[src/sv/erg_pkg.sv]
package erg_pkg;

    localparam int STEP_W    = 7;
    localparam int WORD_W    = 64;
    localparam int MAX_STEPS = 64;

    typedef logic [STEP_W-1:0] step_t;
    typedef logic [WORD_W-1:0] word_t;

    typedef struct packed {
        logic load;
        logic round;
        logic app_on;
        logic app_off;
        logic emit;
    } erg_cmd_t;

    typedef struct packed {
        logic skip;
        logic off_gt1;
        logic on_zero;
        logic off_zero;
    } erg_stat_t;

    typedef enum logic [4:0] {
        ST_IDLE  = 5'b00001,
        ST_ROUND = 5'b00010,
        ST_ONES  = 5'b00100,
        ST_ZEROS = 5'b01000,
        ST_EMIT  = 5'b10000
    } erg_state_t;

endpackage

[src/sv/erg_ctrl.sv]
module erg_ctrl
    import erg_pkg::*;
(
    input  logic      clk,
    input  logic      rst_n,
    input  logic      in_valid,
    output logic      in_ready,
    output logic      out_valid,
    input  logic      out_ready,
    input  erg_stat_t stat,
    output erg_cmd_t  cmd
);

    erg_state_t state_reg;
    erg_state_t state_next;
    logic       out_valid_reg;
    logic       out_valid_next;
    logic       slot_free;

    assign in_ready  = (state_reg == ST_IDLE);
    assign out_valid = out_valid_reg;
    assign slot_free = !out_valid_reg || out_ready;

    always_comb
    begin
        state_next = state_reg;
        cmd        = '0;
        unique case (state_reg)
            ST_IDLE:
            begin
                if (in_valid)
                begin
                    cmd.load   = 1'b1;
                    state_next = ST_ROUND;
                end
            end
            ST_ROUND:
            begin
                if (stat.skip)
                    state_next = ST_EMIT;
                else if (stat.off_gt1)
                    cmd.round = 1'b1;
                else
                    state_next = ST_ONES;
            end
            ST_ONES:
            begin
                if (stat.on_zero)
                    state_next = ST_ZEROS;
                else
                    cmd.app_on = 1'b1;
            end
            ST_ZEROS:
            begin
                if (stat.off_zero)
                    state_next = ST_EMIT;
                else
                    cmd.app_off = 1'b1;
            end
            ST_EMIT:
            begin
                if (slot_free)
                begin
                    cmd.emit   = 1'b1;
                    state_next = ST_IDLE;
                end
            end
            default:
            begin
                state_next = ST_IDLE;
            end
        endcase
    end

    always_comb
    begin
        out_valid_next = out_valid_reg;
        if (cmd.emit)
            out_valid_next = 1'b1;
        else if (out_ready)
            out_valid_next = 1'b0;
    end

    always_ff @(posedge clk or negedge rst_n)
    begin
        if (!rst_n)
        begin
            state_reg     <= ST_IDLE;
            out_valid_reg <= 1'b0;
        end
        else
        begin
            state_reg     <= state_next;
            out_valid_reg <= out_valid_next;
        end
    end

endmodule

[config.mk]
export PLATFORM = sky130hd
export DESIGN_NAME = erg_ctrl
export DESIGN_NICKNAME = d
export VERILOG_FILES = /design/src/sv/erg_pkg.sv /design/src/sv/erg_ctrl.sv
export SDC_FILE = /design/constraint.sdc
export NUM_CORES = 1
export LEC_CHECK = 0
export BUFFER_PORTS_ARGS = -buffer_cell sky130_fd_sc_hd__buf_2
export CAP_MARGIN = 25
export CORE_AREA = 8 8 45 47
export DETAILED_ROUTE_END_ITERATION = 10
export DIE_AREA = 0 0 53 55
export GPL_ROUTABILITY_DRIVEN = 0
export PLACE_DENSITY = 0.58
export SETUP_SLACK_MARGIN = 0.3
export SYNTH_ARGS = -nofsm -noshare
export SYNTH_HDL_FRONTEND = slang
export SYNTH_SLANG_ARGS = --single-unit
[constraint.sdc]
create_clock -name clk -period 1.3 [get_ports clk]
set_input_delay 0.065 -clock clk [delete_from_list [all_inputs] [get_ports clk]]
set_output_delay 0.065 -clock clk [all_outputs]
set_load 0.005 [all_outputs]
==> results of run 1 <==
[placed cells by master (no fill, tap or decap), types with 2 or more instances in the layout]
cell type	n
dfrtp_2	3
dlygate4sd3_1	3
buf_6	4
nor2_2	2
nor2b_1	2
o21ai_1	2
nand4_1	2
nor2_1	3
nand3_1	2
dfrtp_1	2
nand2_1	3
clkbuf_4	3
buf_2	13
inv_1	4
buf_4	5
[timing repair]
item                                    4_1_cts  5_1_grt
endpoints found under the setup margin       12       12
hold buffers                                  3        0
resized for setup                            12        4
pin swaps                                     5        1
setup buffers                                 6        1
endpoints found under the hold margin         8        0
[through the flow]
step           util, %  cell area, sq um  hold WS, ns  total power [W]  setup WS (ns)
3_5_place_dp      35.1               485      -0.0977         0.000674         0.0705
5_1_grt           46.7               647      0.00696          0.00117         -0.175
2_1_floorplan        -               407       -0.231         0.000568          0.120
3_3_place_gp      35.1               485       -0.101         0.000676         0.0784
4_1_cts           44.9               622      0.00163          0.00105         -0.116
6_report          46.7               647      0.00806          0.00109         -0.125
[layer usage]
layer / vias to the layer above / global-route usage [%] / wire length [um]
met4: 0 / 7.33 / 38
met3: 5 / 3.48 / 58
met2: 18 / 15.4 / 595
li1: 214 / - / -
met5: - / 0 / 0
met1: 210 / 11.4 / 573
[how the worst max path moves through the flow]
stage                               to  slack (ns)
after global placement    state_reg[0]        0.08
after detailed placement        cmd[4]        0.07
final                           cmd[4]       -0.13
after CTS                       cmd[4]       -0.12
after floorplan           state_reg[1]        0.12
after global routing            cmd[4]       -0.17
[cell type report]
class | instances | area [sq um] | share of cell area (%)
clock buffers | 4 | 26.3 | 4.06
inverters | 4 | 15.0 | 2.32
multi-input cells | 34 | 253 | 39.1
flip-flops and latches | 6 | 155 | 24.0
well taps | 16 | 20.0 | 3.09
repair buffers | 25 | 178 | 27.5
[worst max-delay path, delay by kind of cell (launching register included)]
family / cells / cell delay (ns)
DFF: 1 / 0.54
and+or+nand+nor: 3 / 0.49
buffers and inverters: 1 / 0.08
[where the power goes]
group,leakage (nW),internal (W),switching (W)
Sequential,0.0743,0.000244,0.0000737
Clock,0.0150,0.000117,0.0000852
Combinational,0.228,0.000326,0.000248
[kinds of logic after synthesis]
group / synth area share [%]
XOR/XNOR: 2.23
buffers and inverters: 8.60
multiplexers: 2.87
flip-flops: 38.5
AO/OA/AOI/OAI: 10.8
AND/OR/NAND/NOR: 36.9
==> run metrics, run 1 <==
slowest stage delay, CP=0.54 ns; failing checks=negative setup slack; Worst Hold End=state_reg[2]; Mapped Nets=54; clk sinks=6; Syn-to-layout area delta=64.6%; dominant cell type by area after synthesis=dfrtp_1; Pleak=0.317 nW; top cells by count, synth=5 x dfrtp_1, 5 x nor2_1, 4 x inv_1, 4 x nor2b_1; Layout fillers=130; CP cell instances=nor2b_4, and3b_4, and2_4, buf_6; critical path required time=1.24 ns; status=complete, but fails checks; GRT Util Overall=10.0%; relative slew slack=74.2%; crit path kind=reg -> out; layout cells sized above 1=54.8%; Synth top area share=31.8%; Reg2Reg Capture Point=state_reg[4]; EDFF count, synth=0; final worst slack=-0.125 ns; max reg flops=5; Max Cap Viol=0; Yosys reg bits=6; Layout Skew=0.00657 ns; Worst VDD drop=0.706 mV; Vias=447; dpl cells=75; io pins=15; first-pass GRT wire length=2.15 mm; worst-case reg-to-reg path depth=4; Pins Over Slew Limit=0; Final Setup Violations=5; nets@finish=82; Worst-Margin Slew=0.378 ns; Critical Path Source Type=flop; setup TNS=-0.329 ns; drt pass-1 iters=4; htree depth=1; Final period util=110%; GRT overflow=0; slowest CP cell=dfstp_2; drt wl/cell=14.2 um; number of vias per cell=5.02; Cell Pwr Density=1690 nW/um^2; antenna violations before repair=0; # rows=14; Post-DRT Antenna Nets=0; Synth Cell Area=393 sq um; synthesized area per cell=8.54 sq um; endpoints failing hold=0; Core Area=1380 sq um; Layout Cells excl Fill=89; later-pin clock latency in the skew report=0.26 ns; worst-path maximum fanout=3; CTS Buffer Depth=2; Hold Crit Class=in -> reg; clk root buf=clkbuf_4; Post-Route WL=1.27 mm; min Tclk post-route=1.43 ns; largest cells by area after synthesis=dfrtp_1 32%, dfstp_2 6.7%, nor2b_1 6.4%, nor2_1 4.8%, nand3_1 3.8%; hpwl dp=825 um; Ys Warns=0; Critical R2R Launch=state_reg[1]; unrepaired setup endpoints after global routing=true; register area share after synthesis=38.5%; Fmax achieved=702 MHz; reg2reg setup slack=0.05 ns; largest net degree at the start of global routing=7; Worst-path clk slew=0.06 ns; drc violations=0; endpoint class of the critical path=output port; share of async-settable or async-resettable flops after synthesis=100%; hold wc startpoint=stat[2]; die height=55 um; Worst EP arrival=1.36 ns; die area=2920 sq um; Worst Setup SP=state_reg[0]; Hold Path Depth=2; Top FF cell, synth=dfrtp_1; I/O Buffers=14; Syn Inst Count=46; Initial Util=28.4%; CTS tree=built; 1st-iter DRT viols=10; vias in the first global route=457; Inserted Clock Buffers=3; unique cell type count in the Yosys netlist=25; chip width=53 um; ant diodes=0
No activity file was read; power rests on OpenSTA's default activity.
==> inputs of run 2 (changes only) <==
--- a/config.mk
+++ b/config.mk
@@ -13,6 +13,7 @@
 export GPL_ROUTABILITY_DRIVEN = 0
 export PLACE_DENSITY = 0.58
 export SETUP_SLACK_MARGIN = 0.3
+export SKIP_CTS_REPAIR_TIMING = 1
 export SYNTH_ARGS = -nofsm -noshare
 export SYNTH_HDL_FRONTEND = slang
 export SYNTH_SLANG_ARGS = --single-unit
==> run metrics, run 2 (synthesis gave the netlist of run 1 again) <==
Pins Over Slew Limit=0; Final period util=109%; htree depth=1; most frequent cells in the layout=13 x buf_2, 4 x inv_1; worst-case reg-to-reg path depth=5; antenna violations before repair=0; ant diodes=0; 1st-iter DRT viols=5; GRT overflow=0; io pins=15; endpoint class of the critical path=output port; Cell Pwr Density=1720 nW/um^2; max reg flops=5; Post-Route WL=1.16 mm; final worst slack=-0.116 ns; relative slew slack=73.0%; WHS=0.0112 ns; Layout fillers=136; Syn-to-layout area delta=46.2%; design area=574 sq um; Max Cap Viol=0; later-pin clock latency in the skew report=0.26 ns; Inserted Clock Buffers=3; Pleak=0.286 nW; vias in the first global route=384; Final Setup Violations=6; leading cell type in the layout, fill and taps excluded=buf_2; nets@finish=76; # rows=14; CTS Buffer Depth=2; Post-DRT Antenna Nets=0; Core Area=1380 sq um; Hold Crit Class=in -> reg; min Tclk post-route=1.42 ns; critical path required time=1.24 ns; clk root buf=clkbuf_4; Fmax achieved=706 MHz; crit path kind=reg -> out; drt pass-1 iters=4; Worst EP arrival=1.35 ns; Worst VDD drop=0.667 mV; layout cells sized above 1=49.3%; Layout Skew=0.00764 ns; Hold Path Depth=2; first-pass GRT wire length=1.80 mm; unrepaired setup endpoints after global routing=true; worst-path maximum fanout=3; drt wl/cell=14.0 um; clk sinks=6; die height=55 um; setup TNS=-0.310 ns; CTS tree=built; I/O Buffers=14; die area=2920 sq um; Vias=399; hpwl dp=825 um; Critical Path Source Type=flop; status=complete, but fails checks; GRT Util Overall=8.56%; endpoints failing hold=0; largest net degree at the start of global routing=9; drc violations=0; Worst-Margin Slew=0.395 ns; Initial Util=28.4%; chip width=53 um; dpl cell area=485 sq um; failing checks=negative setup slack; number of vias per cell=4.81; Worst-path clk slew=0.06 ns
[run 2: per-layer routing]
metal  vias up  GRT usage [%]  wire, um
met1       182           9.85       513
met2        13           12.5       566
met4         0           6.47        26
met5         -              0         0
li1        202              -         -
met3         2           3.48        53
[run 2: critical path, stage by stage, from the launching register on]
cell and delay (ns):
dfstp_2 0.54, nor2b_4 0.14, and3b_4 0.20, and2_4 0.14, buf_6 0.08
[run 2: final cells by class]
cell class                      count  area [sq um]  area share (%)
Sequential cell                     6           155            27.0
Clock buffer                        4          26.3            4.58
Inverter                            4          15.0            2.61
Timing Repair Buffer               19           119            20.7
Multi-Input combinational cell     34           239            41.6
Tap cell                           16          20.0            3.49
[run 2: power by group]
part,switching (W),total (W),internal (W)
Sequential,0.0000731,0.000317,0.000244
Clock,0.0000838,0.000201,0.000117
Combinational,0.000204,0.000468,0.000264
Total,0.000360,0.000986,0.000626
[run 2: worst paths after layout]
kind                              startpoint      endpoint  slack [ns]
worst max-delay path            state_reg[0]        cmd[4]       -0.12
worst min register to register     out_valid     out_valid        0.55
max in group asynchronous              rst_n  state_reg[0]        0.91
worst max register to register  state_reg[0]  state_reg[1]        0.04
worst min-delay path                 stat[2]  state_reg[2]        0.01
min in group asynchronous              rst_n     out_valid        0.16
[run 2: through the flow]
stage / instances / utilization (%) / total power (W) / setup WS, ns
floorplan: 46 / - / 0.000568 / 0.120
detailed placement: 75 / 35.1 / 0.000674 / 0.0705
finish: 83 / 41.5 / 0.000986 / -0.116
global route: 83 / 41.5 / 0.00106 / -0.149
global placement: 75 / 35.1 / 0.000676 / 0.0784
CTS: 79 / 37.0 / 0.000884 / -0.204
==> inputs of run 3 (changes only) <==
==> constraint.sdc (replaced) <==
create_clock -name clk -period 1.6 [get_ports clk]
set_input_delay 0.08 -clock clk [delete_from_list [all_inputs] [get_ports clk]]
set_output_delay 0.08 -clock clk [all_outputs]
set_load 0.005 [all_outputs]
==> run metrics, run 3 (synthesis gave the netlist of run 1 again) <==
Crit path max-delay family=flip-flops; vias in the first global route=361; Worst-Margin Slew=0.331 ns; later-pin clock latency in the skew report=0.25 ns; clk sinks=6; Post-Route WL=1.18 mm; dpl cells=74; Critical Path Source Type=flop; CP cell instances=nor2b_4, and3b_4, and2_4, buf_6; critical path required time=1.52 ns; io pins=15; max reg flops=5; Final Util=40.6%; die area=2920 sq um; # rows=14; Initial Util=28.4%; Inserted Clock Buffers=3; leading cell type in the layout, fill and taps excluded=buf_2; largest net degree at the start of global routing=9; CTS Buffer Depth=2; GRT overflow=0; hpwl dp=762 um; Vias=430; drt pass-1 iters=4; layout cells sized above 1=47.0%; I/O Buffers=14; Setup WS pre-CTS=0.338 ns; clk root buf=clkbuf_4; chip width=53 um; Layout fillers=133; relative slew slack=77.3%; antenna violations before repair=0; final worst slack=0.144 ns; Pleak=0.283 nW; worst-path maximum fanout=3; GRT Util Overall=7.45%; setup TNS=0 ns; Final Setup Violations=0; Max Cap Viol=0; Hold Crit Class=in -> reg; slowest CP cell=dfstp_2; Layout Skew=0.00613 ns; endpoint class of the critical path=output port; first-pass GRT wire length=1.53 mm; Worst VDD drop=0.585 mV; 1st-iter DRT viols=5; endpoints failing hold=0; min Tclk post-route=1.46 ns; Core Area=1380 sq um; nets@finish=75; ant diodes=0; Final period util=91.0%; crit path kind=reg -> out; Worst-path clk slew=0.06 ns; Pins Over Slew Limit=0; unrepaired setup endpoints after global routing=true; Post-DRT Antenna Nets=0; die height=55 um; CTS tree=built; status=finished, final reports clean; WHS=0.0368 ns; Worst EP arrival=1.38 ns; drc violations=0; Cell Pwr Density=1510 nW/um^2; htree depth=1; slowest stage delay, CP=0.55 ns; number of vias per cell=5.24; Syn-to-layout area delta=43.0%; drt wl/cell=14.4 um; most frequent cells in the layout=12 x buf_2, 4 x nor2_1, 4 x inv_1; Fmax achieved=687 MHz; Layout Cells excl Fill=82; Buf+Inv Stages, Crit Path=1
-- run 3: cell types whose count changed in the layout (fill, tap and decap cells not counted), sizes merged --
cell	delta
dlygate4sd3	-1
-- run 3: metrics by stage --
step	area (sq um)	total power, W
after CTS	490	0.000684
after global routing	562	0.000904
after floorplan	393	0.000436
after global placement	464	0.000516
final	562	0.000850
after detailed placement	464	0.000517
-- run 3: final cells by class --
| class | count | area (sq um) | share of cell area (%) |
|---|---|---|---|
| multi-input cells | 34 | 231 | 41.2 |
| flip-flops and latches | 6 | 154 | 27.4 |
| repair buffers | 18 | 115 | 20.5 |
| clock buffers | 4 | 26.3 | 4.68 |
| well taps | 16 | 20.0 | 3.56 |
| inverters | 4 | 15.0 | 2.67 |
-- run 3: layer usage --
metal,vias to the layer above,track usage [%],wire length [um]
li1,201,-,-
met5,-,0,0
met2,30,9.77,559
met4,0,5.17,36
met1,191,9.04,482
met3,8,4.01,101
-- run 3: path summary, 6_finish.rpt --
kind	startpoint	cells after the start	to	slack (ns)
setup reg to reg	state_reg[0]	5	state_reg[0]	0.30
setup / recovery	state_reg[0]	4	cmd[4]	0.14
hold / removal	out_ready	2	out_valid	0.04
min in group asynchronous	rst_n	2	state_reg[2]	0.19
max in group asynchronous	rst_n	2	state_reg[0]	1.18
hold reg to reg	out_valid	2	out_valid	0.55
-- run 3: power by group --
group / total, W / switching, W / leakage [nW] / internal (W)
logic: 0.000423 / 0.000174 / 0.192 / 0.000250
clock network: 0.000165 / 0.0000691 / 0.0150 / 0.0000954
registers: 0.000262 / 0.0000631 / 0.0760 / 0.000199
total: 0.000850 / 0.000306 / 0.283 / 0.000544
